==> src/rtl/rfd_pkg.sv <==
// Shared codes and widths for the reply frame deframer.
package rfd_pkg;

  localparam int unsigned OpW    = 2;
  localparam int unsigned ByteW  = 8;
  localparam int unsigned LenW   = 16;
  localparam int unsigned KindW  = 2;
  localparam int unsigned PhaseW = 3;
  localparam int unsigned HdrW   = 2;
  localparam int unsigned CfgIdxW = 2;
  localparam int unsigned CfgW   = 16;

  // Input operation codes
  localparam logic [OpW-1:0] OP_BYTE  = 2'd0;
  localparam logic [OpW-1:0] OP_TICK  = 2'd1;
  localparam logic [OpW-1:0] OP_START = 2'd2;

  // Result kinds
  localparam logic [KindW-1:0] KIND_PAYLOAD = 2'd0;
  localparam logic [KindW-1:0] KIND_EMPTY   = 2'd1;
  localparam logic [KindW-1:0] KIND_TOOBIG  = 2'd2;
  localparam logic [KindW-1:0] KIND_TIMEOUT = 2'd3;

  // Phase codes
  localparam logic [PhaseW-1:0] PH_FINISHED = 3'd0;
  localparam logic [PhaseW-1:0] PH_HUNT     = 3'd1;
  localparam logic [PhaseW-1:0] PH_HEADER   = 3'd2;
  localparam logic [PhaseW-1:0] PH_PAYLOAD  = 3'd3;
  localparam logic [PhaseW-1:0] PH_DISCARD  = 3'd4;

  // Header byte positions after the sync byte
  localparam logic [HdrW-1:0] HDR_OPCODE = 2'd0;
  localparam logic [HdrW-1:0] HDR_ID     = 2'd1;
  localparam logic [HdrW-1:0] HDR_LEN_LO = 2'd2;
  localparam logic [HdrW-1:0] HDR_LEN_HI = 2'd3;

  // Configuration register indexes
  localparam logic [CfgIdxW-1:0] REG_WANT_OPCODE   = 2'd0;
  localparam logic [CfgIdxW-1:0] REG_WANT_ID       = 2'd1;
  localparam logic [CfgIdxW-1:0] REG_BUFFER_LIMIT  = 2'd2;
  localparam logic [CfgIdxW-1:0] REG_TIMEOUT_TICKS = 2'd3;

  localparam logic [ByteW-1:0] SYNC_REPLY = 8'hF8;
  localparam logic [ByteW-1:0] SYNC_CMD   = 8'hF7;

  localparam logic [LenW-1:0] BUFFER_LIMIT_RST = 16'd8192;

endpackage

==> src/rtl/reply_frame_deframer_core.sv <==
// Reply frame deframer: hunts sync bytes, parses headers, passes out a matching payload.
//
// The block takes one request per cycle: a received byte, a time tick or a start
// command. Each accepted request is captured in an input register; once the
// result register is free or being taken, a short update of the frame state
// machine consumes it and, when the request causes a result, loads the result
// register. A result thus passes both registers in turn; the sustained rate is
// one request per clock as long as results are taken. When the result register
// is full and not taken, the input register holds its request and in_ready_o
// drops until the result register frees. Bytes other than 0xF8 and 0xF7 are
// skipped while hunting; a frame is sync, opcode, id, length low, length high
// and the payload. A 0xF8 frame whose opcode and id match the configured values
// has its payload passed out byte by byte, the last byte marked; an empty one
// gives a single empty-reply status, and one longer than buffer_limit is
// skipped and then reported as too big. With a nonzero timeout_ticks a
// timeout status is given on the tick after timeout_ticks counted ticks while
// no match has been found. After any finishing result the block ignores bytes
// and ticks until a start request. Write configuration only while idle.
module reply_frame_deframer_core
  import rfd_pkg::*;
(
  input  logic               clk_i,
  input  logic               rst_ni,
  input  logic               in_valid_i,
  output logic               in_ready_o,
  input  logic [OpW-1:0]     operation_i,
  input  logic [ByteW-1:0]   rx_byte_i,
  output logic               out_valid_o,
  input  logic               out_ready_i,
  output logic [KindW-1:0]   kind_o,
  output logic [ByteW-1:0]   data_o,
  output logic               is_last_o,
  output logic [LenW-1:0]    length_o,
  input  logic               cfg_we_i,
  input  logic [CfgIdxW-1:0] cfg_index_i,
  input  logic [CfgW-1:0]    cfg_data_i
);

  // Configuration registers
  logic [ByteW-1:0] want_opcode_q, want_id_q;
  logic [LenW-1:0]  buffer_limit_q, timeout_ticks_q;

  always_ff @(posedge clk_i or negedge rst_ni) begin
    if (!rst_ni) begin
      want_opcode_q   <= '0;
      want_id_q       <= '0;
      buffer_limit_q  <= BUFFER_LIMIT_RST;
      timeout_ticks_q <= '0;
    end else if (cfg_we_i) begin
      case (cfg_index_i)
        REG_WANT_OPCODE:   want_opcode_q   <= cfg_data_i[ByteW-1:0];
        REG_WANT_ID:       want_id_q       <= cfg_data_i[ByteW-1:0];
        REG_BUFFER_LIMIT:  buffer_limit_q  <= cfg_data_i[LenW-1:0];
        REG_TIMEOUT_TICKS: timeout_ticks_q <= cfg_data_i[LenW-1:0];
        default: ;
      endcase
    end
  end

  // Input register: hold the request until the result side can take its outcome
  logic             stg_valid_q;
  logic [OpW-1:0]   stg_op_q;
  logic [ByteW-1:0] stg_byte_q;
  logic             advance;

  assign advance    = stg_valid_q && (!out_valid_o || out_ready_i);
  assign in_ready_o = !stg_valid_q || advance;

  always_ff @(posedge clk_i or negedge rst_ni) begin
    if (!rst_ni) begin
      stg_valid_q <= 1'b0;
    end else if (in_ready_o) begin
      stg_valid_q <= in_valid_i;
    end
  end

  always_ff @(posedge clk_i) begin
    if (in_ready_o && in_valid_i) begin
      stg_op_q   <= operation_i;
      stg_byte_q <= rx_byte_i;
    end
  end

  // Frame state
  logic [PhaseW-1:0] phase_q, phase_d;
  logic [HdrW-1:0]   hdr_idx_q, hdr_idx_d;
  logic              is_reply_q, is_reply_d;
  logic [ByteW-1:0]  frame_opcode_q, frame_opcode_d;
  logic [ByteW-1:0]  frame_id_q, frame_id_d;
  logic [LenW-1:0]   frame_len_q, frame_len_d;
  logic [LenW-1:0]   bytes_rem_q, bytes_rem_d;
  logic [LenW-1:0]   tick_cnt_q, tick_cnt_d;
  logic              fin_after_q, fin_after_d;

  // Result of the current request
  logic              res_emit;
  logic [KindW-1:0]  res_kind;
  logic [ByteW-1:0]  res_data;
  logic              res_last;
  logic [LenW-1:0]   res_len;

  logic [LenW-1:0]   rem_dec;
  logic [LenW-1:0]   hdr_len;
  logic              hdr_match;
  logic              counting;

  assign rem_dec   = bytes_rem_q - LenW'(1);
  assign hdr_len   = {stg_byte_q, frame_len_q[ByteW-1:0]};
  assign hdr_match = is_reply_q && (frame_opcode_q == want_opcode_q) &&
                     (frame_id_q == want_id_q);
  assign counting  = (phase_q == PH_HUNT) || (phase_q == PH_HEADER) ||
                     ((phase_q == PH_DISCARD) && !fin_after_q);

  always_comb begin
    phase_d        = phase_q;
    hdr_idx_d      = hdr_idx_q;
    is_reply_d     = is_reply_q;
    frame_opcode_d = frame_opcode_q;
    frame_id_d     = frame_id_q;
    frame_len_d    = frame_len_q;
    bytes_rem_d    = bytes_rem_q;
    tick_cnt_d     = tick_cnt_q;
    fin_after_d    = fin_after_q;
    res_emit       = 1'b0;
    res_kind       = KIND_PAYLOAD;
    res_data       = '0;
    res_last       = 1'b0;
    res_len        = '0;

    case (stg_op_q)
      OP_BYTE: begin
        case (phase_q)
          PH_HUNT: begin
            if (stg_byte_q == SYNC_REPLY || stg_byte_q == SYNC_CMD) begin
              is_reply_d = (stg_byte_q == SYNC_REPLY);
              hdr_idx_d  = HDR_OPCODE;
              phase_d    = PH_HEADER;
            end
          end
          PH_HEADER: begin
            case (hdr_idx_q)
              HDR_OPCODE: begin
                frame_opcode_d = stg_byte_q;
                hdr_idx_d      = HDR_ID;
              end
              HDR_ID: begin
                frame_id_d = stg_byte_q;
                hdr_idx_d  = HDR_LEN_LO;
              end
              HDR_LEN_LO: begin
                frame_len_d = {{(LenW-ByteW){1'b0}}, stg_byte_q};
                hdr_idx_d   = HDR_LEN_HI;
              end
              default: begin
                // Length complete: decide where the payload goes
                frame_len_d = hdr_len;
                hdr_idx_d   = HDR_OPCODE;
                bytes_rem_d = hdr_len;
                if (hdr_match) begin
                  if (hdr_len <= buffer_limit_q) begin
                    if (hdr_len == '0) begin
                      phase_d  = PH_FINISHED;
                      res_emit = 1'b1;
                      res_kind = KIND_EMPTY;
                      res_last = 1'b1;
                    end else begin
                      phase_d = PH_PAYLOAD;
                    end
                  end else begin
                    fin_after_d = 1'b1;
                    phase_d     = PH_DISCARD;
                  end
                end else begin
                  fin_after_d = 1'b0;
                  phase_d     = (hdr_len == '0) ? PH_HUNT : PH_DISCARD;
                end
              end
            endcase
          end
          PH_PAYLOAD: begin
            bytes_rem_d = rem_dec;
            res_emit    = 1'b1;
            res_kind    = KIND_PAYLOAD;
            res_data    = stg_byte_q;
            res_len     = frame_len_q;
            if (rem_dec == '0) begin
              phase_d  = PH_FINISHED;
              res_last = 1'b1;
            end
          end
          PH_DISCARD: begin
            bytes_rem_d = rem_dec;
            if (rem_dec == '0) begin
              if (fin_after_q) begin
                fin_after_d = 1'b0;
                phase_d     = PH_FINISHED;
                res_emit    = 1'b1;
                res_kind    = KIND_TOOBIG;
                res_last    = 1'b1;
                res_len     = frame_len_q;
              end else begin
                phase_d = PH_HUNT;
              end
            end
          end
          default: ;
        endcase
      end
      OP_TICK: begin
        if (counting && timeout_ticks_q != '0) begin
          if (tick_cnt_q >= timeout_ticks_q) begin
            // Abandon any partly read frame
            phase_d   = PH_FINISHED;
            hdr_idx_d = HDR_OPCODE;
            res_emit  = 1'b1;
            res_kind  = KIND_TIMEOUT;
            res_last  = 1'b1;
          end else begin
            tick_cnt_d = tick_cnt_q + LenW'(1);
          end
        end
      end
      OP_START: begin
        phase_d     = PH_HUNT;
        hdr_idx_d   = HDR_OPCODE;
        tick_cnt_d  = '0;
        fin_after_d = 1'b0;
        bytes_rem_d = '0;
      end
      default: ;
    endcase
  end

  always_ff @(posedge clk_i or negedge rst_ni) begin
    if (!rst_ni) begin
      phase_q        <= PH_FINISHED;
      hdr_idx_q      <= HDR_OPCODE;
      is_reply_q     <= 1'b0;
      frame_opcode_q <= '0;
      frame_id_q     <= '0;
      frame_len_q    <= '0;
      bytes_rem_q    <= '0;
      tick_cnt_q     <= '0;
      fin_after_q    <= 1'b0;
    end else if (advance) begin
      phase_q        <= phase_d;
      hdr_idx_q      <= hdr_idx_d;
      is_reply_q     <= is_reply_d;
      frame_opcode_q <= frame_opcode_d;
      frame_id_q     <= frame_id_d;
      frame_len_q    <= frame_len_d;
      bytes_rem_q    <= bytes_rem_d;
      tick_cnt_q     <= tick_cnt_d;
      fin_after_q    <= fin_after_d;
    end
  end

  // Result register: load on a producing request, drop once taken
  always_ff @(posedge clk_i or negedge rst_ni) begin
    if (!rst_ni) begin
      out_valid_o <= 1'b0;
    end else if (advance) begin
      out_valid_o <= res_emit;
    end else if (out_ready_i) begin
      out_valid_o <= 1'b0;
    end
  end

  always_ff @(posedge clk_i) begin
    if (advance && res_emit) begin
      kind_o    <= res_kind;
      data_o    <= res_data;
      is_last_o <= res_last;
      length_o  <= res_len;
    end
  end

`ifndef ASSERT_OFF
  // No bytes or ticks produce output once finished
  assert property (@(posedge clk_i) disable iff (!rst_ni)
    advance && phase_q == PH_FINISHED |-> !res_emit)
    else $error("result produced while finished");

  // Every last-marked result leaves the block finished
  assert property (@(posedge clk_i) disable iff (!rst_ni)
    advance && res_emit && res_last |=> phase_q == PH_FINISHED)
    else $error("final result without finishing");

  // Payload and discard phases always have bytes left to consume
  assert property (@(posedge clk_i) disable iff (!rst_ni)
    (phase_q == PH_PAYLOAD || phase_q == PH_DISCARD) |-> bytes_rem_q != '0)
    else $error("byte phase with nothing remaining");

  // The too-big flag only lives while skipping a payload
  assert property (@(posedge clk_i) disable iff (!rst_ni)
    fin_after_q |-> phase_q == PH_DISCARD)
    else $error("finish flag outside discard");
`endif

endmodule
==> config.mk <==
export PLATFORM = sky130hd
export DESIGN_NAME = reply_frame_deframer_core
export DESIGN_NICKNAME = d
export VERILOG_FILES = /design/src/rtl/rfd_pkg.sv /design/src/rtl/reply_frame_deframer_core.sv
export SDC_FILE = /design/constraint.sdc
export NUM_CORES = 1
export LEC_CHECK = 0
export BUFFER_PORTS_ARGS = -buffer_cell sky130_fd_sc_hd__buf_2
export CORE_ASPECT_RATIO = 1.5
export CORE_UTILIZATION = 60
export DETAILED_ROUTE_END_ITERATION = 10
export PLACE_DENSITY = 0.83
export SYNTH_ARGS = -nofsm -noshare
export SYNTH_HDL_FRONTEND = slang
export SYNTH_SLANG_ARGS = --single-unit
==> constraint.sdc <==
create_clock -name clk_i -period 9.95 [get_ports clk_i]
set_input_delay 0 -clock clk_i [delete_from_list [all_inputs] [get_ports clk_i]]
set_output_delay 0 -clock clk_i [all_outputs]
set_load 0.02 [all_outputs]
==> key figures, run 1 <==
Logic synthesis
  – Synthesized instance count: 802
  – Synth unique cells: 68
  – Syn nets: 878
  – Post-synthesis sequential area ratio: 48.7%
  – Ys flop type: dfrtp_1
  – Asr flop ratio synth: 76.6%
  – Avg Cell Area, Syn: ~11 µm²
  – Seq cells post-synth: 158
  – Post-synth EDFFs: 37
  – Syn Std Cell Area: 0.00851 mm²
  – Total number of yosys warnings: 0

Floorplan
  – Area of the core: 0.0137 mm²
  – Area of the die: ~0.015 mm²
  – IO Count: 62
  – Rows: 52
  – Chip Width: 99.2 µm
  – Die H: around 150 µm
  – Initial core utilization: 62.3%

Power and ir drop
  – Max VDD drop: 0.139 mV
  – Leak pwr: roughly 4.3 nW
  – Pwr dens: ~240 mW/mm²

Drt
  – Total number of vias: between 6,000 and 7,000
  – DRC violations left: 0
  – Final ANT Viol Nets: 0
  – Wirelength per Cell: 20.6 µm
  – Total Wirelength: approximately 22,000 µm
  – Vias per cell: 6.45
  – Initial drt markers: about 460
  – Drt pass-1 iters: 5

Final layout
  – NumNets Final: between 900 and 1,000
  – Area grow syn2layout: 15.1%
  – Ant diodes: 0
  – Final Non-Filler Cells: 1,059
  – Fraction of layout cells with a size suffix above 1: 20.7%
  – FILL cells: between 900 and 1,000
  – Commonest non-fill, non-tap cells in the layout: dfrtp_1 (120), mux2_2 (75), o21ai_0 (62)
  – Util after Layout: roughly 72%
  – Commonest non-fill, non-tap cell in the layout: dfrtp_1

Placement
  – Post-Place Cells: 998
  – Placement-stage worst setup slack: 6.43 ns
  – Routability Congestion: ~0.95
  – I/O Buffers: 61
  – Final HPWL DP: 14,500 µm

Setup path
  – CP Data Required Time: 10.05 ns
  – R2R Setup Slk: 6.40 ns
  – Crit path kind: reg2reg
  – Worst R2R End: data_o[7]
  – CP startpoint: bytes_rem_q[3]
  – Critical path peak fanout: 27
  – R2r startpoint: bytes_rem_q[3]
  – CP arrival: 3.65 ns
  – Endpoint class of the critical path: flip-flop
  – Cells on worst reg2reg path: 8
  – Worst setup path end: data_o[7]
  – CP startpoint kind: flip-flop

Timing
  – Final Slew Violations: 0
  – RSZ-0062 raised after global routing: false
  – Max Clk Rate: 281 MHz
  – Final setup vio count: 0
  – Sum Neg Setup Slack: 0 ns
  – Worst setup margin: 6.40 ns
  – Period utilization: 35.7%
  – Max Clock Skew: about 0.0077 ns
  – Normalized max-slew margin: 39.5%
  – Min Tclk post-route: 3.55 ns
  – Slew @ Worst Pin: around 0.91 ns
  – Hold WS: between 0.09 and 0.1 ns
  – Final hold violation count: 0

Clock tree
  – Setup bufs post-CTS: 0
  – Clock buffer count from CTS: 17
  – Root buffer cell: clkbuf_16
  – Cts repair resizes: 0
  – H-tree Lvls: 4
  – Clock transition at path regs: about 0.070 ns
  – CTS Hold Bufs: 29
  – CTS tree: yes
  – Clock tree buffer depth: 2
  – CTS Sinks: 158
  – Worst skew pair latency: 0.43 ns

GRT
  – Total gr overflow: 0
  – Total GRT Usage: 32.0%
  – First-pass GRT wire length: roughly 36,000 µm
  – Vias in the first global route: just under 7,000
  – Initial antenna violation count: 0
  – Largest net degree at the start of global routing: 69

Hold path
  – Type of the worst min-delay path: in2reg

Status
  – Status: complete, no violations

Flow run
  – Max-cap violations: 0
## cell type report
type / count / area (µm²) / share of cell area (%)
Clock buffer: 17 / 425 / 4.35
Tap cell: 162 / 203 / 2.07
Multi-Input combinational cell: 564 / 4060 / 41.4
Clock inverter: 15 / 148 / 1.51
Inverter: 48 / 180 / 1.84
Timing Repair Buffer: 95 / 636 / 6.49
Sequential cell: 158 / 4140 / 42.3
## critical path, cell delays in order, from the launching register on
cell and delay [ns]:
dfrtp_1 0.47, or4_4 0.59, nor3_2 0.36, nand3_1 0.15, xnor2_1 0.18, or4b_4 0.61, o21ba_2 0.36, a21oi_2 0.16
buf_4 0.34
## registers in the layout, indices dropped and copies added, names as in the netlist, 16 cells and up
name / cells
buffer_limit_q: 16
bytes_rem_q: 16
frame_len_q: 16
length_o: 16
tick_cnt_q: 16
timeout_ticks_q: 16
## worst min-delay path by stage
stage / startpoint / slack (ns) / cells past startpoint / to
after floorplan: rst_ni / -0.30 / 0 / buffer_limit_q[0]
after global placement: rst_ni / 0.09 / 1 / frame_len_q[13]
after detailed placement: rst_ni / 0.10 / 1 / frame_len_q[9]
after CTS: out_ready_i / 0.09 / 4 / out_valid_o
after global routing: out_ready_i / 0.12 / 4 / out_valid_o
final: out_ready_i / 0.09 / 4 / out_valid_o
## routing by layer
layer	global-route usage, %	wire length (µm)	vias up
met5	0	0	-
met4	23.4	1680	0
met3	6.10	1320	114
met2	53.7	11000	300
met1	36.2	7840	3319
li1	-	-	3095
## synthesized netlist by cell type, types with 3 or more instances
library cell | number | area [µm²]
o2bb2ai_1 | 8 | 70.1
a41oi_1 | 3 | 26.3
o211ai_1 | 4 | 30.0
a22oi_1 | 10 | 75.1
o21ai_0 | 62 | 310
nor4_1 | 16 | 100
dfrtp_1 | 120 | 3000
a211o_1 | 3 | 26.3
nor2_1 | 43 | 161
nor2b_1 | 22 | 138
buf_2 | 4 | 20.0
nand2b_1 | 18 | 113
ha_1 | 43 | 538
o31a_1 | 5 | 43.8
nand4b_1 | 4 | 35.0
nand2_1 | 48 | 180
a31oi_1 | 8 | 50.1
mux2_2 | 75 | 845
nand4_1 | 18 | 113
and3_1 | 7 | 43.8
inv_1 | 48 | 180
and2_1 | 10 | 62.6
xnor2_1 | 19 | 166
mux2i_1 | 6 | 60.1
a21oi_1 | 42 | 210
nor3_1 | 15 | 75.1
or3_1 | 5 | 31.3
edfxtp_1 | 37 | 1110
or4_1 | 4 | 30.0
clkbuf_1 | 27 | 101
nand3_1 | 18 | 90.1
o31ai_1 | 3 | 22.5
## cells by family after synthesis
logic type / synth area share (%)
buffers and inverters: 3.68
AOI/OAI and AO/OA: 12.9
DFF: 48.7
muxes: 10.6
xor gates and xnor gates: 2.06
adders and majority gates: 6.33
and+or+nand+nor: 15.7
## report_power, final
part           switching, mW  internal [mW]
Clock                  0.298          0.332
Combinational          0.447          0.331
Sequential             0.149          0.802
## metrics by stage
step / area (µm²) / power, mW
2_1_floorplan: 8510 / 1.50
3_3_place_gp: 8920 / 1.66
3_5_place_dp: 8920 / 1.70
4_1_cts: 9790 / 2.34
5_1_grt: 9790 / 2.50
6_report: 9790 / 2.36
Note: power is estimated with default switching activity, not from simulation.
==> run 2, diff against run 1 <==
==> constraint.sdc (replaced) <==
create_clock -name clk_i -period 3.45 [get_ports clk_i]
set_input_delay 0 -clock clk_i [delete_from_list [all_inputs] [get_ports clk_i]]
set_output_delay 0 -clock clk_i [all_outputs]
set_load 0.02 [all_outputs]
==> run 2 against run 1 <==
Against the previous run:
- sequential power rose to 2.9 times the previous value
- via count grew 0.70%
- non-clock buffer count up 16
- routed wire length is 5.5% higher
- sequential share of layout area is 0.73 points lower
- clock-buffer cell count is the same
- clock power increased to 2.9 times the previous value
- setup slack worse by 6.2 ns
- core utilization is 1.3 points higher
- power increased to 2.9 times the previous value
- critical path type unchanged
- critical endpoint is now length_o[1]
==> key figures, run 2 (synthesis results as in run 1) <==
Timing
  – Normalized max-slew margin: about two fifths
  – Final hold violation count: 0
  – Final Slew Violations: 0
  – Max Clock Skew: 0.00951 ns
  – Max Clk Rate: between 300 and 400 MHz
  – RSZ-0062 raised after global routing: false
  – Sum Neg Setup Slack: 0 ns
  – Period utilization: approximately 94%
  – Slew @ Worst Pin: 0.885 ns
  – Min Tclk post-route: 3.23 ns
  – Final setup vio count: 0

Drt
  – Total number of vias: 6,876
  – DRC violations left: 0
  – Drt pass-1 iters: 5
  – Initial drt markers: 503
  – Final ANT Viol Nets: 0
  – Wirelength per Cell: 21.4 µm
  – Total Wirelength: about 23,000 µm
  – Vias per cell: about 6.4

Setup path
  – Critical path peak fanout: 27
  – Slowest cell delay on critical path: 0.59 ns
  – Endpoint class of the critical path: flip-flop
  – R2R Setup Slk: 0.22 ns
  – CP startpoint kind: flip-flop
  – Cells on worst reg2reg path: 10
  – R2r startpoint: bytes_rem_q[0]
  – CP top delay family: simple AND/OR/NAND/NOR gates
  – Worst R2R End: length_o[1]
  – Crit path buf inv count: 2
  – Crit path kind: reg2reg
  – CP Data Required Time: about 3.6 ns
  – CP startpoint: bytes_rem_q[0]
  – Worst setup path end: length_o[1]
  – Worst path depth: 10
  – Critical-path cell list: inv_1 -> ha_1 -> nor4_1 -> a31oi_1 -> o32ai_1 -> o21ai_1 -> or4b_4 -> o21ba_2 -> a21oi_4 -> buf_12
  – CP max-delay cell: or4b_4
  – CP arrival: 3.37 ns

Final layout
  – Fraction of layout cells with a size suffix above 1: 22.3%
  – Ant diodes: 0
  – FILL cells: ~900
  – Commonest non-fill, non-tap cell in the layout: dfrtp_1
  – Final Non-Filler Cells: roughly 1,100
  – Area grow syn2layout: 17.1%
  – Commonest non-fill, non-tap cells in the layout: dfrtp_1 (120), mux2_2 (75), o21ai_0 (62)
  – NumNets Final: 976

GRT
  – Largest net degree at the start of global routing: 68
  – Vias in the first global route: 7,191
  – Total gr overflow: 0
  – Total GRT Usage: 33.2%
  – First-pass GRT wire length: 37,200 µm
  – Initial antenna violation count: 0

Placement
  – Post-Place Cells: 1,014
  – Final HPWL DP: between 15,000 and 20,000 µm
  – Routability Congestion: ~0.93
  – I/O Buffers: 61

Clock tree
  – Clock tree buffer depth: 2
  – Clock transition at path regs: approximately 0.07 ns
  – Worst skew pair latency: between 0.4 and 0.5 ns
  – Root buffer cell: clkbuf_16
  – CTS tree: yes
  – H-tree Lvls: 4
  – Clock buffer count from CTS: 17
  – CTS Sinks: between 150 and 200

Floorplan
  – Chip Width: 99.2 µm
  – IO Count: 62
  – Area of the core: 0.0137 mm²
  – Rows: 52
  – Initial core utilization: between 60 and 70%
  – Die H: roughly 150 µm
  – Area of the die: 0.0147 mm²

Flow run
  – Max-cap violations: 0

Power and ir drop
  – Max VDD drop: 0.431 mV
  – Pwr dens: about 700 mW/mm²
  – Leak pwr: roughly 4.3 nW

Hold path
  – Type of the worst min-delay path: in2reg

Status
  – Status: complete, no violations
run 2: cell types whose count changed in the layout (fill, tap and decap cells not counted), sizes merged:
cell	before	now
inv	56	54
buf	66	82
clkinvlp	3	5
run 2: through the flow:
step	util, %	setup WS [ns]	area (µm²)	hold slack [ns]	total power, mW
4_1_cts	72.9	0.190	9950	0.0141	6.87
5_1_grt	72.9	0.0999	9960	0.0328	7.29
3_3_place_gp	66.5	0.412	9080	0.104	4.89
3_5_place_dp	66.5	0.294	9080	0.121	4.99
6_report	72.9	0.222	9960	0.0106	6.94
2_1_floorplan	-	0.0266	8520	-0.296	4.34
run 2: worst min path at each step:
stage	from	endpoint	slack (ns)	cells past startpoint
floorplan	rst_ni	buffer_limit_q[0]	-0.30	0
global placement	rst_ni	frame_len_q[10]	0.10	1
detailed placement	rst_ni	frame_len_q[10]	0.12	1
CTS	out_ready_i	out_valid_o	0.01	4
global route	out_ready_i	out_valid_o	0.03	4
finish	out_ready_i	out_valid_o	0.01	4
run 2: timing repair:
action,in CTS,in global routing
setup endpoints to repair,0,27
hold buffers,29,0
resized for setup,0,1
endpoints found under the hold margin,113,0
setup buffers,0,0
run 2: tightest hold or removal path: stages:
cell	delay (ns)
buf_2	0.08
nor2b_1	0.10
nor2_1	0.13
a31oi_1	0.09
run 2: routing by layer:
| layer | share of wire (%) | wire [µm] | GRT usage (%) |
|---|---|---|---|
| met4 | 6.5 | 1500 | 22.9 |
| met1 | 37 | 8470 | 37.4 |
| met2 | 51 | 11800 | 57.5 |
| met5 | 0 | 0 | 0 |
| met3 | 5.6 | 1290 | 5.11 |
run 2: power by group:
part	total, mW	switching, mW	internal (mW)	leakage, nW
clock network	1.85	0.887	0.960	0.268
logic	2.36	1.35	1.01	2.20
registers	2.73	0.420	2.31	1.88
total	6.94	2.66	4.29	4.34
run 2: area by class of cell:
type | instances | area, µm² | area share, %
flip-flops and latches | 158 | 4140 | 41.6
multi-input cells | 564 | 4080 | 40.9
repair buffers | 111 | 781 | 7.84
clock buffers | 17 | 425 | 4.27
well taps | 162 | 203 | 2.04
inverters | 48 | 180 | 1.81
clock inverters | 15 | 155 | 1.56
==> run 3, diff against run 2 <==
--- a/config.mk
+++ b/config.mk
@@ -7,9 +7,9 @@
 export LEC_CHECK = 0
 export BUFFER_PORTS_ARGS = -buffer_cell sky130_fd_sc_hd__buf_2
 export CORE_ASPECT_RATIO = 1.5
-export CORE_UTILIZATION = 60
+export CORE_UTILIZATION = 48
 export DETAILED_ROUTE_END_ITERATION = 10
-export PLACE_DENSITY = 0.83
+export PLACE_DENSITY = 0.7
 export SYNTH_ARGS = -nofsm -noshare
 export SYNTH_HDL_FRONTEND = slang
 export SYNTH_SLANG_ARGS = --single-unit
==> run 3 against run 2 <==
Against the previous run:
- design area increased by 0.95%
- core utilization decreased by 15 points
- clock-buffer cell count unchanged
- sequential share of layout area decreased by 0.39 points
- power increased by 0.31%
- non-clock buffer count increased by 1
- maximum frequency increased by 3.0%
- global-route usage decreased by 8.0 points
- cell count increased by 4.8%
- via count decreased by 3.6%
- register-to-register slack improved by 0.09 ns
- critical endpoint unchanged
==> key figures, run 3 (synthesis results as in run 1) <==
Status
  – Status: complete, no violations

Timing
  – Slew @ Worst Pin: 0.917 ns
  – Final hold violation count: 0
  – Max Clk Rate: 319 MHz
  – Final setup vio count: 0
  – Final Slew Violations: 0
  – RSZ-0062 raised after global routing: false
  – Period utilization: 90.9%
  – Worst setup margin: between 0.3 and 0.4 ns
  – Max Clock Skew: 0.0125 ns
  – Min Tclk post-route: 3.13 ns
  – Normalized max-slew margin: 38.9%
  – Sum Neg Setup Slack: 0 ns

Power and ir drop
  – Pwr dens: about 690 mW/mm²
  – Total power: 6.96 mW
  – Leak pwr: 4.37 nW
  – Max VDD drop: 0.483 mV

Setup path
  – Slowest cell delay on critical path: 0.59 ns
  – Critical-path cell list: inv_1 -> ha_1 -> nor4_1 -> a31oi_1 -> o32ai_1 -> o21ai_1 -> or4b_4 -> o21ba_2 -> a21oi_4 -> buf_12
  – Worst R2R End: length_o[1]
  – CP startpoint kind: flip-flop
  – Cells on worst reg2reg path: 10
  – Crit path kind: reg2reg
  – CP startpoint: bytes_rem_q[0]
  – CP Data Required Time: 3.59 ns
  – CP arrival: between 3 and 4 ns
  – Worst setup path end: length_o[1]
  – R2R Setup Slk: 0.32 ns
  – Critical path peak fanout: 27
  – Endpoint class of the critical path: flip-flop
  – R2r startpoint: bytes_rem_q[0]
  – CP max-delay cell: or4b_4

GRT
  – Vias in the first global route: 6,721
  – Total GRT Usage: 25.2%
  – Initial antenna violation count: 0
  – First-pass GRT wire length: 35,300 µm
  – Largest net degree at the start of global routing: 66
  – Total gr overflow: 0

Clock tree
  – Cts repair resizes: 0
  – Clock tree buffer depth: 2
  – Root buffer cell: clkbuf_16
  – Clock buffer count from CTS: 17
  – CTS Sinks: 158
  – CTS tree: yes
  – H-tree Lvls: 4
  – Clock transition at path regs: 0.06 ns
  – Worst skew pair latency: roughly 0.44 ns

Flow run
  – Max-cap violations: 0

Final layout
  – Ant diodes: 0
  – Commonest non-fill, non-tap cells in the layout: dfrtp_1 (120), mux2_2 (75), o21ai_0 (62)
  – NumNets Final: just under 1,000
  – Commonest non-fill, non-tap cell in the layout: dfrtp_1
  – Area grow syn2layout: 18.2%
  – Fraction of layout cells with a size suffix above 1: 22.2%

Drt
  – Initial drt markers: 341
  – Drt pass-1 iters: 7
  – Final ANT Viol Nets: 0
  – Vias per cell: 5.88
  – Wirelength per Cell: 19.6 µm
  – DRC violations left: 0
  – Total number of vias: 6,630
  – Total Wirelength: about 22,000 µm

Placement
  – Placement-stage worst setup slack: around 0.34 ns
  – Final HPWL DP: 15,400 µm
  – Routability Congestion: 0.922
  – I/O Buffers: 61

Floorplan
  – Area of the core: between 0.015 and 0.02 mm²
  – Rows: 59
  – Initial core utilization: ~49%
  – Die H: 165 µm
  – Chip Width: 111 µm
  – Area of the die: ~0.018 mm²
  – IO Count: 62

Hold path
  – Type of the worst min-delay path: in2reg
[run 3: worst max-delay path: cells and delay by family, from the launching register on]
family,cells,cell delay (ns)
fa+ha+maj,1,0.27
flops,1,0.45
simple gates,2,1.00
compound gates,5,0.84
buf+inv,2,0.28
[run 3: power by group]
group          internal (mW)  switching (mW)  leakage [nW]
Sequential              2.31           0.403          1.88
Clock                   1.09           0.833         0.293
Combinational           1.02            1.31          2.20
[run 3: worst min-delay path by stage]
stage / from / end / slack [ns] / depth (start not counted)
after floorplan: rst_ni / buffer_limit_q[0] / -0.30 / 0
after global placement: rx_byte_i[2] / stg_byte_q[2] / 0.18 / 1
after detailed placement: operation_i[0] / stg_op_q[0] / 0.18 / 1
after CTS: cfg_index_i[0] / want_opcode_q[7] / 0.07 / 3
after global routing: cfg_index_i[0] / want_opcode_q[5] / 0.09 / 3
final: cfg_index_i[0] / want_opcode_q[7] / 0.08 / 3
[run 3: what timing repair did]
action                                  4_1_cts  5_1_grt
hold endpoints to repair                    123        0
buffers inserted                              0        0
hold buffers                                 30        0
endpoints found under the setup margin        0        0
[run 3: routing by layer]
layer | part of all wire (%) | track usage [%]
met4 | 4.4 | 13.5
met5 | 0 | 0
met1 | 39 | 28.6
met3 | 3.5 | 4.18
met2 | 53 | 45.4
[run 3: cell type report]
class / instances / area (µm²)
flip-flops and latches: 158 / 4140
fillers: 1446 / 7290
inverters: 48 / 180
clock inverters: 15 / 176
repair buffers: 112 / 791
multi-input cells: 564 / 4080
well taps: 213 / 267
clock buffers: 17 / 425
[run 3: per-stage QoR]
stage                     hold slack (ns)  instances  utilization [%]  cell area, µm²
after floorplan                    -0.296        802                -            8520
after detailed placement            0.178       1065             52.8            9150
after global routing               0.0909       1127             58.0           10100
final                              0.0812       1127             58.0           10100
after CTS                          0.0701       1127             58.0           10100
after global placement              0.178       1065             52.8            9150
